**config.mk**
```make
export PLATFORM = sky130hd
export DESIGN_NAME = bf3m_pos_ctrl
export DESIGN_NICKNAME = d
export VERILOG_FILES = /design/src/design/box_filter_3x3_mean_macros.svh /design/src/design/bf3m_pkg.sv /design/src/design/bf3m_pos_ctrl.sv
export SDC_FILE = /design/constraint.sdc
export NUM_CORES = 1
export LEC_CHECK = 0
export ABC_AREA = 1
export BUFFER_PORTS_ARGS = -buffer_cell sky130_fd_sc_hd__clkbuf_2
export CAP_MARGIN = 20
export CORE_ASPECT_RATIO = 1.2
export CORE_MARGIN = 5
export CORE_UTILIZATION = 40
export CTS_BUF_LIST = sky130_fd_sc_hd__clkbuf_4
export DETAILED_ROUTE_END_ITERATION = 8
export PLACE_DENSITY = 0.66
export SLEW_MARGIN = 5
export SYNTH_ARGS = -nofsm -noshare
export SYNTH_HDL_FRONTEND = slang
export SYNTH_SLANG_ARGS = --single-unit
```
**constraint.sdc**
```tcl
create_clock -name clk -period 7.46 [get_ports clk]
set_input_delay 1.492 -clock clk [delete_from_list [all_inputs] [get_ports clk]]
set_output_delay 1.492 -clock clk [all_outputs]
set_load 0.02 [all_outputs]
```
**src/design/box_filter_3x3_mean_macros.svh**
```systemverilog
// assertion macros
`ifndef BOX_FILTER_3X3_MEAN_MACROS_SVH
`define BOX_FILTER_3X3_MEAN_MACROS_SVH

`ifndef SYNTH

`define BF3M_ASSERT_IMPLIES(lbl, ante, cons) \
  lbl: assert property (@(posedge clk) disable iff (rst) (ante) |-> (cons)) \
    else $error("assertion failed");

`define BF3M_ASSERT_NEXT(lbl, ante, cons) \
  lbl: assert property (@(posedge clk) disable iff (rst) (ante) |=> (cons)) \
    else $error("assertion failed");

`else

`define BF3M_ASSERT_IMPLIES(lbl, ante, cons)

`define BF3M_ASSERT_NEXT(lbl, ante, cons)

`endif

`endif

```
**src/design/bf3m_pkg.sv**
```systemverilog
package bf3m_pkg;

  localparam int PIXEL_W   = 15;
  localparam int SUM_W     = 19;
  localparam int MEAN_W    = 19;
  localparam int ROW_W     = 16;
  localparam int COL_OUT_W = 12;
  localparam int IMG_W_W   = 13;
  localparam int IMG_H_W   = 16;
  localparam int CFG_IDX_W = 4;
  localparam int CFG_DATA_W = 16;

  localparam int DEF_MAX_WIDTH = 4096;

  localparam logic [IMG_W_W-1:0] RESET_IMAGE_WIDTH  = 13'd4096;
  localparam logic [IMG_H_W-1:0] RESET_IMAGE_HEIGHT = 16'd4096;

  // divide by nine as multiply by ceil(2^26 / 9), exact for dividends below 2^23
  localparam int DIV_IN_W  = SUM_W + 4;
  localparam int DIV_SHIFT = 26;
  localparam logic [DIV_IN_W-1:0] DIV9_MULT = 23'd7456541;

  typedef enum logic [CFG_IDX_W-1:0] {
    REG_IMAGE_WIDTH  = 4'd0,
    REG_IMAGE_HEIGHT = 4'd1
  } cfg_reg_t;

  typedef struct packed {
    logic [PIXEL_W-1:0] pixel;
    logic               frame_start;
  } pix_req_t;

  typedef struct packed {
    logic [MEAN_W-1:0]    mean_value;
    logic [ROW_W-1:0]     center_row;
    logic [COL_OUT_W-1:0] center_col;
    logic                 last_in_frame;
  } mean_req_t;

  typedef struct packed {
    logic has_res;
    logic last;
  } pos_flags_t;

endpackage

```
**src/design/bf3m_pos_ctrl.sv**
```systemverilog
module bf3m_pos_ctrl
  import bf3m_pkg::*;
#(
  parameter int MAX_WIDTH = DEF_MAX_WIDTH,
  parameter int CW = $clog2(MAX_WIDTH)
) (
  input  logic               clk,
  input  logic               rst,
  input  logic               accept,
  input  logic               frame_start,
  input  logic [IMG_W_W-1:0] image_width,
  input  logic [IMG_H_W-1:0] image_height,
  output logic [CW-1:0]      col,
  output logic [ROW_W-1:0]   row,
  output pos_flags_t         flags
);

  localparam int EW = (CW + 1 > IMG_W_W) ? CW + 1 : IMG_W_W;

  logic [CW-1:0]    col_count;
  logic [ROW_W-1:0] row_count;
  logic [EW-1:0]    w_cfg;
  logic [EW-1:0]    w_eff;
  logic [IMG_H_W-1:0] h_eff;
  logic             col_wrap;
  logic             row_wrap;

  always_comb begin
    w_cfg = EW'(image_width);
    if (w_cfg < EW'(3)) begin
      w_eff = EW'(3);
    end else if (w_cfg > EW'(MAX_WIDTH)) begin
      w_eff = EW'(MAX_WIDTH);
    end else begin
      w_eff = w_cfg;
    end
    h_eff = (image_height < IMG_H_W'(3)) ? IMG_H_W'(3) : image_height;
  end

  assign col = frame_start ? '0 : col_count;
  assign row = frame_start ? '0 : row_count;

  assign col_wrap = (EW'(col) + EW'(1)) >= w_eff;
  assign row_wrap = ((ROW_W + 1)'(row) + (ROW_W + 1)'(1)) >= (ROW_W + 1)'(h_eff);

  assign flags.has_res = (row >= ROW_W'(2)) && (col >= CW'(2));
  assign flags.last    = (row == h_eff - IMG_H_W'(1)) && (EW'(col) == w_eff - EW'(1));

  always_ff @(posedge clk) begin
    if (rst) begin
      col_count <= '0;
      row_count <= '0;
    end else if (accept) begin
      if (col_wrap) begin
        col_count <= '0;
        row_count <= row_wrap ? '0 : row + ROW_W'(1);
      end else begin
        col_count <= col + CW'(1);
        row_count <= row;
      end
    end
  end

endmodule

```
### Word-level counts from Yosys, hierarchy flattened

Index checks and enable logic that the tools add are counted.

* register bits: 28
* bits of input ports: 33
* logic and storage cells: 27

* $add $sub $neg: 6
* order comparisons: 7
* equal/unequal tests: 2
* mux-type cells: 8
* reduce and logical (&&, ||, !) cells: 2

Operators by type and width (number)
* 16-bit two-way mux: 4
* 13-bit two-way mux: 2
* 12-bit two-way mux: 2
* 16-bit by 1-bit adder with 17-bit output (second input constant): 1
* 17-bit by 16-bit >= comparator with 1-bit output: 1
* 16-bit by 1-bit adder with 16-bit output (second input constant): 1
* 16-bit equality test: 1
* 16-bit by 2-bit >= comparator with 1-bit output (second input constant): 1
* 16-bit by 2-bit < comparator with 1-bit output (second input constant): 1
* 16-bit by 1-bit subtractor with 16-bit output (second input constant): 1
* 12-bit by 1-bit adder with 13-bit output (second input constant): 1
* 12-bit by 13-bit equality test with 1-bit output: 1
* 13-bit >= comparator: 1
* 13-bit > comparator (second input constant): 1
* 13-bit by 2-bit < comparator with 1-bit output (second input constant): 1
* 13-bit by 1-bit subtractor with 13-bit output (second input constant): 1
* 12-bit by 1-bit adder with 12-bit output (second input constant): 1
* 12-bit by 2-bit >= comparator with 1-bit output (second input constant): 1
* 1-bit logical AND: 2

### Longest topological paths before layout

* depth in word-level cells: 6
* gate-level depth with buffers: 24
* gate-level depth less buffers: 21

### Worst setup path after synthesis

No wires, ideal clock.

* path kind: input-to-reg
* from: input frame_start
* to: register row_count[13]
* library setup time: 70 ps
* arrival time: 4943 ps
* data required time: 7390 ps
* path slack: 2447 ps
* cell stages on the path: 20
* path through: buf_6 -> buf_2 -> nor2_1 -> ha_1 -> nand3_1 -> nor3_2 -> nand3_1 -> nor3b_1 -> nand2_1 -> nand2_1 -> inv_1 -> ha_1 -> a21oi_1 -> o21ai_0 -> a31oi_1 -> nand3_1 -> nor2_1 -> clkbuf_1 -> a22oi_1 -> a21oi_1

* elaborated cells between the ends (all ways): 9
* classes of those cells: add/sub: 3; order compare: 2; mux: 4

RTL lines
* start, declared: RTL line bf3m_pos_ctrl.sv:10 `input logic frame_start,`
* 12-bit two-way mux: RTL line bf3m_pos_ctrl.sv:40 `assign col = frame_start ? '0 : col_count;`
* named net col[0]: RTL line bf3m_pos_ctrl.sv:13 `output logic [CW-1:0] col,`
* 12-bit by 1-bit adder with 13-bit output: RTL line bf3m_pos_ctrl.sv:43 `assign col_wrap = (EW'(col) + EW'(1)) >= w_eff;`
* 13-bit >= comparator: RTL line bf3m_pos_ctrl.sv:43
* 16-bit two-way mux: RTL line bf3m_pos_ctrl.sv:54 `if (col_wrap) begin`
* end signal, assigned: RTL line bf3m_pos_ctrl.sv:56 `row_count <= row_wrap ? '0 : row + ROW_W'(1);`
* end signal, assigned: RTL line bf3m_pos_ctrl.sv:59 `row_count <= row;`
* end, declared: RTL line bf3m_pos_ctrl.sv:21 `logic [ROW_W-1:0] row_count;`

The timed path passes the listed nets, and every way through them passes these cells.
A chain may end at the register's enable or synchronous reset.

==> results.py <==
metrics = {
    "status": {
        "status": "finished, final reports clean",
    },
    "timing": {
        "period_share_pct": 73.0,
        "setup_viol": 0,
        "rsz0062_at_grt": "no",
        "period_minus_slack_ns": 5.44,
        "fmax_mhz": 184,
        "worst_pin_slew_ns": 0.918,
        "setup_tns_ns": 0,
        "finalHoldViolCount": 0,
        "skew_ns": 0.0357,
        "drv_slew": 0,
        "relSlewSlack_pct": 38.7,
    },
    "setup_path": {
        "crit_path_frequent_cell": "nor2_1",
        "worstPathMaxFanout": 4,
        "worst_path_max_delay_cell": "nor3_1",
        "cp_num_buf_inv": 3,
        "crit_path_start_kind": "input port",
        "crit_path_max_incr_delay_ns": 0.46,
        "cp_cell_sequence": "clkbuf_2 > nor2_1 > nand2_1 > nor2_1 > a21oi_1 > ha_1 > inv_1 > nor3_1 > nand3_1 > nand2_1 > nand2_1 > nor2_1 > nand3_1 > nor2_1 > nand3_1 > nor2_1 > clkbuf_2",
        "arrival_ns": 3.95,
        "crit_required_ns": 5.97,
        "endpoint_kind": "output port",
        "path_class": "in2out",
        "critPathTopFamily": "simple AND/OR/NAND/NOR gates",
    },
    "logic_synthesis": {
        "yosys_register_bits": 28,
        "synth_top_family_by_area": "simple AND/OR/NAND/NOR gates",
        "synthSimpleGateAreaFrac_pct": 40.4,
        "yosysWarnings": 0,
        "synthCells": 653,
        "syn_area_per_cell_um2": 6.07,
        "muxShareOfSynthArea_pct": 0,
        "synth_compound_area_share_pct": 13.5,
        "synth_xor_area_share_pct": 7.95,
        "mappedNetlistNets": 722,
        "ys_types": 44,
        "synth.yosys.seq_area_share_pct": 14.1,
        "netlist_area_um2": 3970,
        "synth_fa_ha_area_share_pct": 11.4,
    },
    "die": {
        "die_h_um": 119,
        "start_util_pct": 41.2,
        "die_area_um2": 12000,
        "coreArea_um2": 9610,
        "fp-row-count": 39,
        "die_w_um": 101,
        "io_pins": 63,
    },
    "power": {
        "powerDensity_nw_per_um2": 80.9,
        "leakage_uw": 0.00232,
        "peakVddDrop_uv": 72.0,
    },
    "routing": {
        "dr_wl_met3_um": 559,
        "drt_iter0_drc": 181,
        "post_drt_wl_per_cell_um": 15.0,
        "num_vias": 4380,
        "m1WireLength_um": 5150,
        "detail-route-antenna-nets": 0,
        "drt_wl_total_um": 12400,
        "via_per_inst": 5.29,
        "drc": 0,
        "drtPass1Iterations": 5,
        "dr_wl_met2_um": 6320,
        "top_layer": "met4",
    },
    "global_routing": {
        "grt-ovfl-total": 0,
        "grt_pass1_wl_um": 20200,
        "grt_use_total_pct": 20.4,
        "grt_pass1_vias": 4266,
        "grt_antenna_before_repair": 0,
        "grt_max_degree": 30,
    },
    "layout": {
        "nets": 775,
        "post-route-util_pct": 45.8,
        "n_fill_cell": 1046,
        "drive_above_1_share_pct": 14.8,
        "diodes": 0,
        "area_growth_pct": 11.0,
    },
    "clock_network": {
        "root_buffer": "clkbuf_4",
        "cts_tree": "built",
        "clock-sinks": 28,
        "h-tree-depth": 1,
        "cts_resized": 0,
        "cts.clk_slew.worst_paths_ns": 0.13,
        "cts_max_path_buffers": 2,
        "numCtsBuffers": 3,
        "hold_buffers": 0,
        "post_cts_buffers": 0,
        "insertion_delay_ns": 0.35,
    },
    "place": {
        "gp_congestion": 0.946,
        "io_buffers": 62,
        "dpl.hpwl_um": 10400,
    },
    "min_path": {
        "min_path_type": "reg2reg",
    },
    "flow_run": {
        "cap_violations": 0,
    },
}
-- report_power, final --
group / switching [uW] / internal, uW
registers: 0.591 / 151
clock network: 47.0 / 54.3
logic: 70.3 / 33.3
-- routing by layer --
metal | vias up | GRT usage (%)
li1 | 2224 | -
met1 | 2004 | 24.2
met2 | 126 | 37.4
met3 | 26 | 2.69
met4 | 0 | 6.49
met5 | - | 0
-- flip-flops by register name, indices dropped and copies added (netlist names) --
| signal | flops |
|---|---|
| row_count | 16 |
| col_count | 12 |
-- per-stage QoR --
stage / worst slack (ns) / cells / total power (uW) / area (um^2) / hold WS, ns
after global routing: 1.72 / 828 / 380 / 4400 / 0.498
after CTS: 2.04 / 828 / 356 / 4400 / 0.479
after floorplan: 2.45 / 653 / 225 / 3970 / 0.445
final: 2.02 / 828 / 356 / 4400 / 0.478
after global placement: 1.97 / 824 / 254 / 4350 / 0.465
after detailed placement: 1.80 / 824 / 257 / 4350 / 0.460
-- worst paths after layout --
check / start / end / slack, ns / depth (start not counted)
worst min register to register: col_count[1] / col_count[1] / 0.48 / 2
worst min-delay path: col_count[1] / col_count[1] / 0.48 / 2
worst max-delay path: image_height[2] / flags[0] / 2.02 / 17
worst max register to register: col_count[0] / row_count[1] / 3.40 / 19
-- tightest hold or removal path: stages (launching register included) --
cell and delay (ns):
dfxtp_1 0.33, nand2_1 0.06, a21oi_1 0.06
-- cell usage in the layout (no fill, tap or decap), types with 3 or more instances in the layout --
master    synthesis  layout
o21ai_0          19      19
a21oi_1          37      37
nand3_2           9       9
ha_1             36      36
clkbuf_2          0      62
nor4_1            7       7
clkbuf_4          0       3
inv_1           106     106
nand2_2           4       4
nor3_1            5       5
dfxtp_1          28      28
nor2_2            7       7
nand4_1          12      12
xor2_1           31      31
nand2_1         140     140
nand3_1          50      50
nor2_4            3       3
a22oi_1          22      22
nor3_2            3       3
xnor2_1           5       5
nor2_1           88      88
-- Yosys cell counts, drive strengths merged --
cell,instances,share of area [%]
a211oi,2,0.38
a21boi,1,0.19
a21o,1,0.19
a21oi,38,4.9
a22oi,22,4.2
a31oi,2,0.32
and2,1,0.16
buf,8,1.6
clkbuf,7,0.66
dfxtp,28,14
ha,36,11
inv,109,10
nand2,145,14
nand3,59,8.6
nand4,14,2.5
nor2,100,11
nor3,9,1.8
nor3b,1,0.19
nor4,7,1.1
nor4b,1,0.22
o21ai,19,2.4
o21bai,2,0.38
o221ai,1,0.22
o22ai,1,0.16
o41ai,1,0.22
or2,1,0.16
or3,1,0.16
xnor2,5,1.1
xor2,31,6.8
-- area by class of cell --
class | instances | area [um^2] | share of cell area (%)
Multi-Input combinational cell | 501 | 2900 | 65.9
Sequential cell | 28 | 561 | 12.7
Inverter | 109 | 414 | 9.41
Timing Repair Buffer | 63 | 318 | 7.22
Tap cell | 123 | 154 | 3.50
Clock inverter | 1 | 30.0 | 0.682
Clock buffer | 3 | 22.5 | 0.512
-- kinds of logic after synthesis --
logic type / after synthesis
buffers and inverters: 124
AND/OR/NAND/NOR: 339
AO/OA/AOI/OAI: 90
XOR/XNOR: 36
flip-flops: 28
adder cells (fa/ha/maj): 36
Note: power is estimated with default switching activity, not from simulation.
