[src/design/box_filter_3x3_mean_macros.svh]
// assertion macros
`ifndef BOX_FILTER_3X3_MEAN_MACROS_SVH
`define BOX_FILTER_3X3_MEAN_MACROS_SVH

`ifndef SYNTH

`define BF3M_ASSERT_IMPLIES(lbl, ante, cons) \
  lbl: assert property (@(posedge clk) disable iff (rst) (ante) |-> (cons)) \
    else $error("assertion failed");

`define BF3M_ASSERT_NEXT(lbl, ante, cons) \
  lbl: assert property (@(posedge clk) disable iff (rst) (ante) |=> (cons)) \
    else $error("assertion failed");

`else

`define BF3M_ASSERT_IMPLIES(lbl, ante, cons)

`define BF3M_ASSERT_NEXT(lbl, ante, cons)

`endif

`endif

[src/design/bf3m_pkg.sv]
package bf3m_pkg;

  localparam int PIXEL_W   = 15;
  localparam int SUM_W     = 19;
  localparam int MEAN_W    = 19;
  localparam int ROW_W     = 16;
  localparam int COL_OUT_W = 12;
  localparam int IMG_W_W   = 13;
  localparam int IMG_H_W   = 16;
  localparam int CFG_IDX_W = 4;
  localparam int CFG_DATA_W = 16;

  localparam int DEF_MAX_WIDTH = 4096;

  localparam logic [IMG_W_W-1:0] RESET_IMAGE_WIDTH  = 13'd4096;
  localparam logic [IMG_H_W-1:0] RESET_IMAGE_HEIGHT = 16'd4096;

  // divide by nine as multiply by ceil(2^26 / 9), exact for dividends below 2^23
  localparam int DIV_IN_W  = SUM_W + 4;
  localparam int DIV_SHIFT = 26;
  localparam logic [DIV_IN_W-1:0] DIV9_MULT = 23'd7456541;

  typedef enum logic [CFG_IDX_W-1:0] {
    REG_IMAGE_WIDTH  = 4'd0,
    REG_IMAGE_HEIGHT = 4'd1
  } cfg_reg_t;

  typedef struct packed {
    logic [PIXEL_W-1:0] pixel;
    logic               frame_start;
  } pix_req_t;

  typedef struct packed {
    logic [MEAN_W-1:0]    mean_value;
    logic [ROW_W-1:0]     center_row;
    logic [COL_OUT_W-1:0] center_col;
    logic                 last_in_frame;
  } mean_req_t;

  typedef struct packed {
    logic has_res;
    logic last;
  } pos_flags_t;

endpackage

[src/design/bf3m_mean_calc.sv]
module bf3m_mean_calc
  import bf3m_pkg::*;
(
  input  logic                 clk,
  input  logic                 rst,
  input  logic                 load,
  input  logic [SUM_W-1:0]     sum,
  input  logic [ROW_W-1:0]     row,
  input  logic [COL_OUT_W-1:0] col,
  input  logic                 last,
  output logic                 free,
  output logic                 res_valid,
  input  logic                 res_stall,
  output mean_req_t            res
);

  logic                 s2_valid;
  logic [SUM_W-1:0]     s2_sum;
  logic [ROW_W-1:0]     s2_row;
  logic [COL_OUT_W-1:0] s2_col;
  logic                 s2_last;
  logic                 s2_adv;
  logic [DIV_IN_W-1:0]  dividend;
  logic [2*DIV_IN_W-1:0] prod;

  assign s2_adv = s2_valid && (!res_valid || !res_stall);
  assign free   = !s2_valid || s2_adv;

  assign dividend = {s2_sum, 4'b0000};
  assign prod     = dividend * DIV9_MULT;

  always_ff @(posedge clk) begin
    if (rst) begin
      s2_valid <= 1'b0;
    end else if (load) begin
      s2_valid <= 1'b1;
    end else if (s2_adv) begin
      s2_valid <= 1'b0;
    end
  end

  always_ff @(posedge clk) begin
    if (load) begin
      s2_sum  <= sum;
      s2_row  <= row;
      s2_col  <= col;
      s2_last <= last;
    end
  end

  always_ff @(posedge clk) begin
    if (rst) begin
      res_valid <= 1'b0;
    end else if (s2_adv) begin
      res_valid <= 1'b1;
    end else if (!res_stall) begin
      res_valid <= 1'b0;
    end
  end

  always_ff @(posedge clk) begin
    if (s2_adv) begin
      res.mean_value    <= prod[DIV_SHIFT+MEAN_W-1:DIV_SHIFT];
      res.center_row    <= s2_row;
      res.center_col    <= s2_col;
      res.last_in_frame <= s2_last;
    end
  end

endmodule

[config.mk]
export PLATFORM = sky130hd
export DESIGN_NAME = bf3m_mean_calc
export DESIGN_NICKNAME = d
export VERILOG_FILES = /design/src/design/box_filter_3x3_mean_macros.svh /design/src/design/bf3m_pkg.sv /design/src/design/bf3m_mean_calc.sv
export SDC_FILE = /design/constraint.sdc
export NUM_CORES = 1
export LEC_CHECK = 0
export BUFFER_PORTS_ARGS = -buffer_cell sky130_fd_sc_hd__clkbuf_2
export CORE_ASPECT_RATIO = 0.7
export CORE_MARGIN = 2
export CORE_UTILIZATION = 65
export DETAILED_ROUTE_END_ITERATION = 8
export PLACE_DENSITY_LB_ADDON = 0.15
export SYNTH_ARGS = -nofsm -noshare
export SYNTH_HDL_FRONTEND = slang
export SYNTH_SLANG_ARGS = --single-unit
[constraint.sdc]
create_clock -name clk -period 12.7 [get_ports clk]
set_clock_uncertainty 0.05 [all_clocks]
set_input_delay 1.27 -clock clk [delete_from_list [all_inputs] [get_ports clk]]
set_output_delay 1.27 -clock clk [all_outputs]
set_load 0.01 [all_outputs]
==> Word level (Yosys, flattened, before mapping) <==
Index checks and enable logic that the tools add are counted.
{ "totals": {"input_bits": 52, "regBits": 98} }
{ "op_classes": {"muxes": 4, "multipliers": 1, "n_reduce_logical": 7, "eq_ne": 1} }
{ "op_table": {"columns": ["cell", "count"], "rows": [
  ["19-bit by 23-bit multiplier with 41-bit output, second input constant", 1],
  ["1-bit 2-to-1 mux", 4],
  ["1-bit zero test", 3],
  ["1-bit logical OR", 2],
  ["2-bit by 1-bit != test with 1-bit output, second input constant", 1],
  ["2-bit nonzero test", 1],
  ["1-bit logical AND", 1]
]} }

==> Depth between registers and ports, before layout <==
Gate-level depths: netlist of run 1.
{ "depth": {"word_depth": 5, "mapped_depth": 22, "ltp_nobuf": 22} }

==> Worst setup path after synthesis of run 1 <==
No wires, ideal clock.
{ "synth_timing": {"path_type": "reg-to-reg", "from": "reg s2_sum[13]", "to": "reg res[47] in the netlist's numbering (data pin)", "setup_time_ps": 262, "required_ps": 12388, "slack_ps": 6979, "path_stages_with_launch": 18, "t_arrival_ps": 5409, "period_less_slack_ps": 5721, "cell_sequence": "edfxtp_1 > fa_1 > ha_1 > inv_1 > fa_1 > fa_1 > fa_1 > fa_1 > inv_1 > ha_1 > a21o_1 > a21o_1 > a2111oi_4 > a31oi_4 > a31oi_1 > o221ai_2 > a221oi_2 > xnor2_1"} }
{ "synth_between": {"elab_chain_cells": 1} }
{ "synth_rtl": {"columns": ["item", "line_no", "text"], "rows": [
  ["start: declaration", "bf3m_mean_calc.sv:18", "logic [SUM_W-1:0] s2_sum;"],
  ["start signal: assignment", "bf3m_mean_calc.sv:44", "s2_sum <= sum;"],
  ["19-bit by 23-bit multiplier with 41-bit output", "bf3m_mean_calc.sv:30", "assign prod = dividend * DIV9_MULT;"],
  ["via prod[44]", "bf3m_mean_calc.sv:24", "logic [2*DIV_IN_W-1:0] prod;"],
  ["end: declaration", "bf3m_mean_calc.sv:14", "output mean_req_t res"]
]} }
The timed path passes the listed nets, and every way through them passes these cells.
A chain may end at the register's enable or synchronous reset.

==> Worst setup path in the final report of run 1 <==
{ "layout_timing": {"from": "reg s2_sum[13]", "to": "reg res[46] in the netlist's numbering (data pin)"} }
The elaborated chain is that of the path after synthesis.

==> results.toml, run 1 <==
[finish]
final_area_um2 = 10100
antennaDiodeCount = 0
area_delta_synth_final_pct = 11.8
fin_nets = 1171
final_cell_mix = "216 x inv_1, 148 x ha_1, 117 x fa_1"
final_common_cell = "inv_1"
drive_gt1_share_pct = 14.9

[flow_run]
cap_viol_max_count = 0

[synth]
synth-compound-area-share_pct = 6.41
synthXorXnorAreaFrac_pct = 2.53
yosysTopAreaCell = "edfxtp_1"
synthTopCellsByArea = "edfxtp_1 32%, fa_1 26%, ha_1 21%"
ys.warnings.count = 0
yosysUniqueCellTypes = 38
synthCells = 741
synth_nets = 1058
synth_area_um2 = 9010
synthAdderAreaFrac_pct = 46.5
yosysSeqAreaShare_pct = 32.4
syn_avg_cell_area_um2 = 12.2
ys_ff_latch = 98
synth.area.mux_share_pct = 0
synth_top_family_by_area = "adder cells"
synth_simple_gate_area_share_pct = 3.08
synth_top_area_share_pct = 32.0

[sta]
rsz0062_at_grt = "no"
hold_viol_final = 0
finalMaxSlewViolations = 0
finalSetupTns_ns = 0
finalSetupViolCount = 0
maxSlewHeadroom_pct = 20.6
fmax_mhz = 162
fin_crit_sh_pct = 48.5
max_slew.worst_pin.slew_ns = 1.19
fin_crit_ns = 6.16

[hold_path]
whs_path_depth = 0
hold_path.class = "flip-flop to flip-flop"

[floorplan]
initial_utilization_pct = 67.5
die_y_um = 103
num_rows = 35
die_w_um = 145
core_um2 = 13400
dieArea_um2 = 14800
num_io_pins = 102

[clock_tree]
cts_buffers = 9
cts_max_level = 3
clk_path_buf_depth = 2
cts_hold_buf = 0
clockRootBuffer = "clkbuf_16"
cts.clk_slew.worst_paths_ns = 0.08
cts.repair.resized = 0
cts_tree = "built"
postCtsSetupRepairBufs = 0
clock-sinks = 98
clk_latency_ns = 0.35

[worst_setup_path]
start_kind = "flip-flop"
cp_max_fo = 5
crit_required_ns = 12.75
r2r_cells = 18
max_stage_delay_ns = 0.56
cp_cell_sequence = "fa_1 -> ha_1 -> inv_1 -> fa_1 -> inv_1 -> fa_1 -> inv_1 -> fa_1 -> inv_1 -> fa_1 -> ha_1 -> a21o_1 -> a2111oi_4 -> a31oi_4 -> o31ai_4 -> a211oi_2 -> o41ai_2 -> xnor2_1"
cp_common_cell = "fa_1"
crit_family = "adder cells"
worst-setup-path-type = "flip-flop to flip-flop"
cp-end-kind = "flip-flop"
slowest_stage = "fa_1"
path_depth = 18
cp.arrival_ns = 6.21
path_buf_inv = 4

[route]
viasPerCell = 5.42
vias = 5661
ant_nets = 0
wirelength_um = 19500
dr.pass1.iters = 4
drcViolationCount = 0
drt_iter0_drc = 337
wire_per_inst_um = 18.6

[global_route]
overflow = 0
grt_max_degree = 50
track_usage_pct = 28.5
grt_pass1_wl_um = 30900
antenna_found_initial = 0
grt_pass1_vias = 6100

[place]
placed_area_um2 = 9770
io_buffers = 101
hpwl_um = 16800
finalWeightedCongestion = 0.938

[outcome]
status = "finished, final reports clean"
[synth_stat cells]
cell type / instances
a2111oi_4: 1
a211oi_1: 3
a211oi_2: 1
a21boi_0: 3
a21o_1: 15
a21oi_1: 27
a221oi_2: 1
a22oi_1: 2
a311oi_1: 1
a31oi_1: 4
a31oi_4: 1
a41oi_1: 1
and4_1: 2
dfxtp_1: 2
edfxtp_1: 96
fa_1: 117
ha_1: 148
inv_1: 216
nand2_1: 16
nand3_1: 6
nand3b_1: 1
nand4_1: 8
nand4b_1: 1
nor2_1: 12
nor2b_1: 3
nor3_1: 3
o211ai_1: 3
o21ai_0: 11
o21bai_1: 1
o221ai_2: 1
o22ai_1: 1
o31ai_1: 1
o31ai_4: 1
o41ai_2: 1
or2_2: 2
or3_1: 2
xnor2_1: 17
xor2_1: 9
[final timing paths]
path / startpoint / end / slack, ns
max: s2_sum[13]$_DFFE_PP_ / res[46]$_DFFE_PP_ / 6.54
max reg2reg: s2_sum[13]$_DFFE_PP_ / res[46]$_DFFE_PP_ / 6.54
min reg2reg: s2_col[0]$_DFFE_PP_ / res[1]$_DFFE_PP_ / 0.36
min: s2_col[0]$_DFFE_PP_ / res[1]$_DFFE_PP_ / 0.36
[area by class of cell]
type / instances / area [µm²]
clock inverter: 7 / 81.3
sequential: 98 / 2920
inverter: 216 / 811
tap: 185 / 231
multi-input combinational: 427 / 5290
timing repair buffer: 102 / 513
fill: 867 / 3280
clock buffer: 9 / 225
[routing by layer]
layer	vias up	GRT usage (%)	wire [µm]
met5	-	0	0
met4	0	6.05	299
met3	25	6.97	1330
met2	191	46.2	9030
met1	2817	40.1	8810
li1	2628	-	-
[state kept, by name (all words and copies together) (netlist names)]
| register | flops |
|---|---|
| res | 48 |
| res_valid | 1 |
| s2_col | 12 |
| s2_last | 1 |
| s2_row | 16 |
| s2_sum | 19 |
| s2_valid | 1 |
[cell families (layout without fill, tap and decap cells)]
logic type | after synthesis | in the layout
DFF | 98 | 98
AOI/OAI and AO/OA | 80 | 80
xor gates and xnor gates | 26 | 26
adders and majority gates | 265 | 265
and+or+nand+nor | 56 | 56
buffers and inverters | 216 | 334
[stage by stage]
| stage | setup WS, ns | hold slack (ns) | utilization, % | std cells |
|---|---|---|---|---|
| 5_1_grt | 6.21 | 0.374 | 75.4 | 1044 |
| 3_5_place_dp | 6.55 | 0.355 | 73.1 | 1028 |
| 6_report | 6.54 | 0.364 | 75.4 | 1044 |
| 4_1_cts | 6.53 | 0.364 | 75.4 | 1044 |
| 3_3_place_gp | 6.64 | 0.351 | 73.1 | 1028 |
| 2_1_floorplan | 6.98 | 0.350 | - | 741 |
Power of run 1 is left out: the tool's default activity adds up to more than one toggle a clock period on the data nets, which glitch-free logic cannot reach.
==> run 2: changes to the inputs <==
Settings changed: CORE_UTILIZATION 65 to 61.
Clock period 12.7 ns to 5.7 ns, I/O delays scaled along.
==> run 2 against run 1 <==
Via count up 5.3%. Highest routed layer unchanged. Largest cell class unchanged. The flow now finishes with violations (negative setup slack). Critical path depth up 2. Die area up 6.3%. Cell area up 11%. Final cell count up 11%. Clock-buffer cell count unchanged. Routed wire length up 4.3%. Non-clock buffer count up 102.
==> results.toml, run 2 (synthesized netlist as in run 1, its figures left out) <==
[outcome]
status = "finished with violations"
violations = "negative setup slack"

[global_route]
met2_usage_pct = 42.3
overflow = 0
busiest_layer = "met2"
grt_pass1_wl_um = 31900
grt_pass1_vias = 6472
grt_max_degree = 50
track_usage_pct = 27.0
use_met1_pct = 38.5
antenna_found_initial = 0
grtUsageMet3_pct = 6.62

[worst_setup_path]
r2r_start = "s2_sum[16]$_DFFE_PP_"
r2r_cells = 20
critPathLaunch = "s2_sum[16]$_DFFE_PP_"
path_buf_inv = 6
critPathCapture = "res[40]$_DFFE_PP_"
cp_cell_sequence = "buf_4 -> ha_1 -> ha_1 -> inv_1 -> fa_1 -> inv_1 -> fa_1 -> inv_1 -> fa_1 -> inv_1 -> fa_1 -> ha_4 -> a21o_1 -> a2111oi_4 -> a31oi_4 -> o31ai_4 -> buf_4 -> nand2_2 -> a31oi_2 -> xnor2_1"
crit_required_ns = 5.75
crit_family = "adder cells"
path_depth = 20
cp_max_fo = 5
cp.arrival_ns = 5.87
max_stage_delay_ns = 0.55
cp-end-kind = "flip-flop"
r2r_slack_ns = -0.11
start_kind = "flip-flop"
worst-setup-path-type = "flip-flop to flip-flop"
reg2reg_to = "res[40]$_DFFE_PP_"
slowest_stage = "fa_1"

[hold_path]
hold_path.class = "primary input to flip-flop"

[clock_tree]
clk_latency_ns = 0.36
cts_tree = "built"
cts_buffers = 9
clockRootBuffer = "clkbuf_16"
cts.clk_slew.worst_paths_ns = 0.08
cts_hold_buf = 0
clk_path_buf_depth = 2
cts_max_level = 3
clock-sinks = 98

[sta]
rsz0062_at_grt = "yes"
fin_crit_sh_pct = 102
fin_crit_ns = 5.81
hold_viol_final = 0
fmax_mhz = 172
maxSlewHeadroom_pct = 22.7
finalSetupTns_ns = -0.316
finalMaxSlewViolations = 0
finalSetupViolCount = 5
setup_slack_ns = -0.111
max_slew.worst_pin.slew_ns = 1.16

[route]
wirelength_um = 20300
drcViolationCount = 0
drt_iter0_drc = 312
dr.pass1.iters = 4
viasPerCell = 5.16
ant_nets = 0
vias = 5961
wire_per_inst_um = 17.6

[floorplan]
num_io_pins = 102
die_y_um = 106
dieArea_um2 = 15800
initial_utilization_pct = 61.8
die_w_um = 149
core_um2 = 14600
num_rows = 37

[finish]
antennaDiodeCount = 0
final_cell_mix = "207 x inv_1, 137 x ha_1, 113 x fa_1"
drive_gt1_share_pct = 28.8
top_regs = "res: 48 flops, s2_sum: 19 flops, s2_row: 16 flops"
final_common_cell = "inv_1"
utilization_pct = 76.5
area_delta_synth_final_pct = 23.8
largest_register_ffs = 48
final_area_um2 = 11200
top_register = "res"
fin_nets = 1273

[place]
finalWeightedCongestion = 0.939
io_buffers = 101
placed_area_um2 = 10400
hpwl_um = 16700

[flow_run]
cap_viol_max_count = 0
-- run 2: layout make-up --
| class | count | area [µm²] |
|---|---|---|
| fillers | 984 | 3430 |
| inverters | 216 | 811 |
| clock inverters | 7 | 81.3 |
| multi-input cells | 427 | 5580 |
| flip-flops and latches | 98 | 2920 |
| clock buffers | 9 | 225 |
| repair buffers | 204 | 1300 |
| well taps | 195 | 244 |
-- run 2: what timing repair did --
action                                  CTS  global route
pin swaps                                34            46
endpoints found under the setup margin   12            16
setup buffers                            16             7
resized for setup                        23            40
-- run 2: stage by stage --
step                      worst slack, ns  instances  hold WS [ns]
after floorplan                    0.0538        741         0.350
after global placement            -0.0995       1117         0.351
after detailed placement           -0.221       1117         0.355
after CTS                          -0.111       1149         0.314
after global routing               -0.294       1156         0.317
final                              -0.111       1156         0.328
-- run 2: how the worst min path moves through the flow --
| stage | start | slack [ns] | cells after the start | to |
|---|---|---|---|---|
| 2_1_floorplan | s2_last$_DFFE_PP_ | 0.35 | 0 | res[0]$_DFFE_PP_ |
| 3_3_place_gp | s2_row[13]$_DFFE_PP_ | 0.35 | 0 | res[26]$_DFFE_PP_ |
| 3_5_place_dp | s2_row[1]$_DFFE_PP_ | 0.35 | 0 | res[14]$_DFFE_PP_ |
| 4_1_cts | rst | 0.31 | 2 | res_valid$_SDFFE_PP0P_ |
| 5_1_grt | sum[12] | 0.32 | 1 | s2_sum[12]$_DFFE_PP_ |
| 6_report | row[11] | 0.33 | 1 | s2_row[11]$_DFFE_PP_ |
-- run 2: layer usage --
metal / up-vias / wire length [µm]
met5: - / 0
met3: 23 / 1230
li1: 2831 / -
met1: 2940 / 9390
met4: 0 / 267
met2: 167 / 9400
Power of run 2 is left out for the same reason.
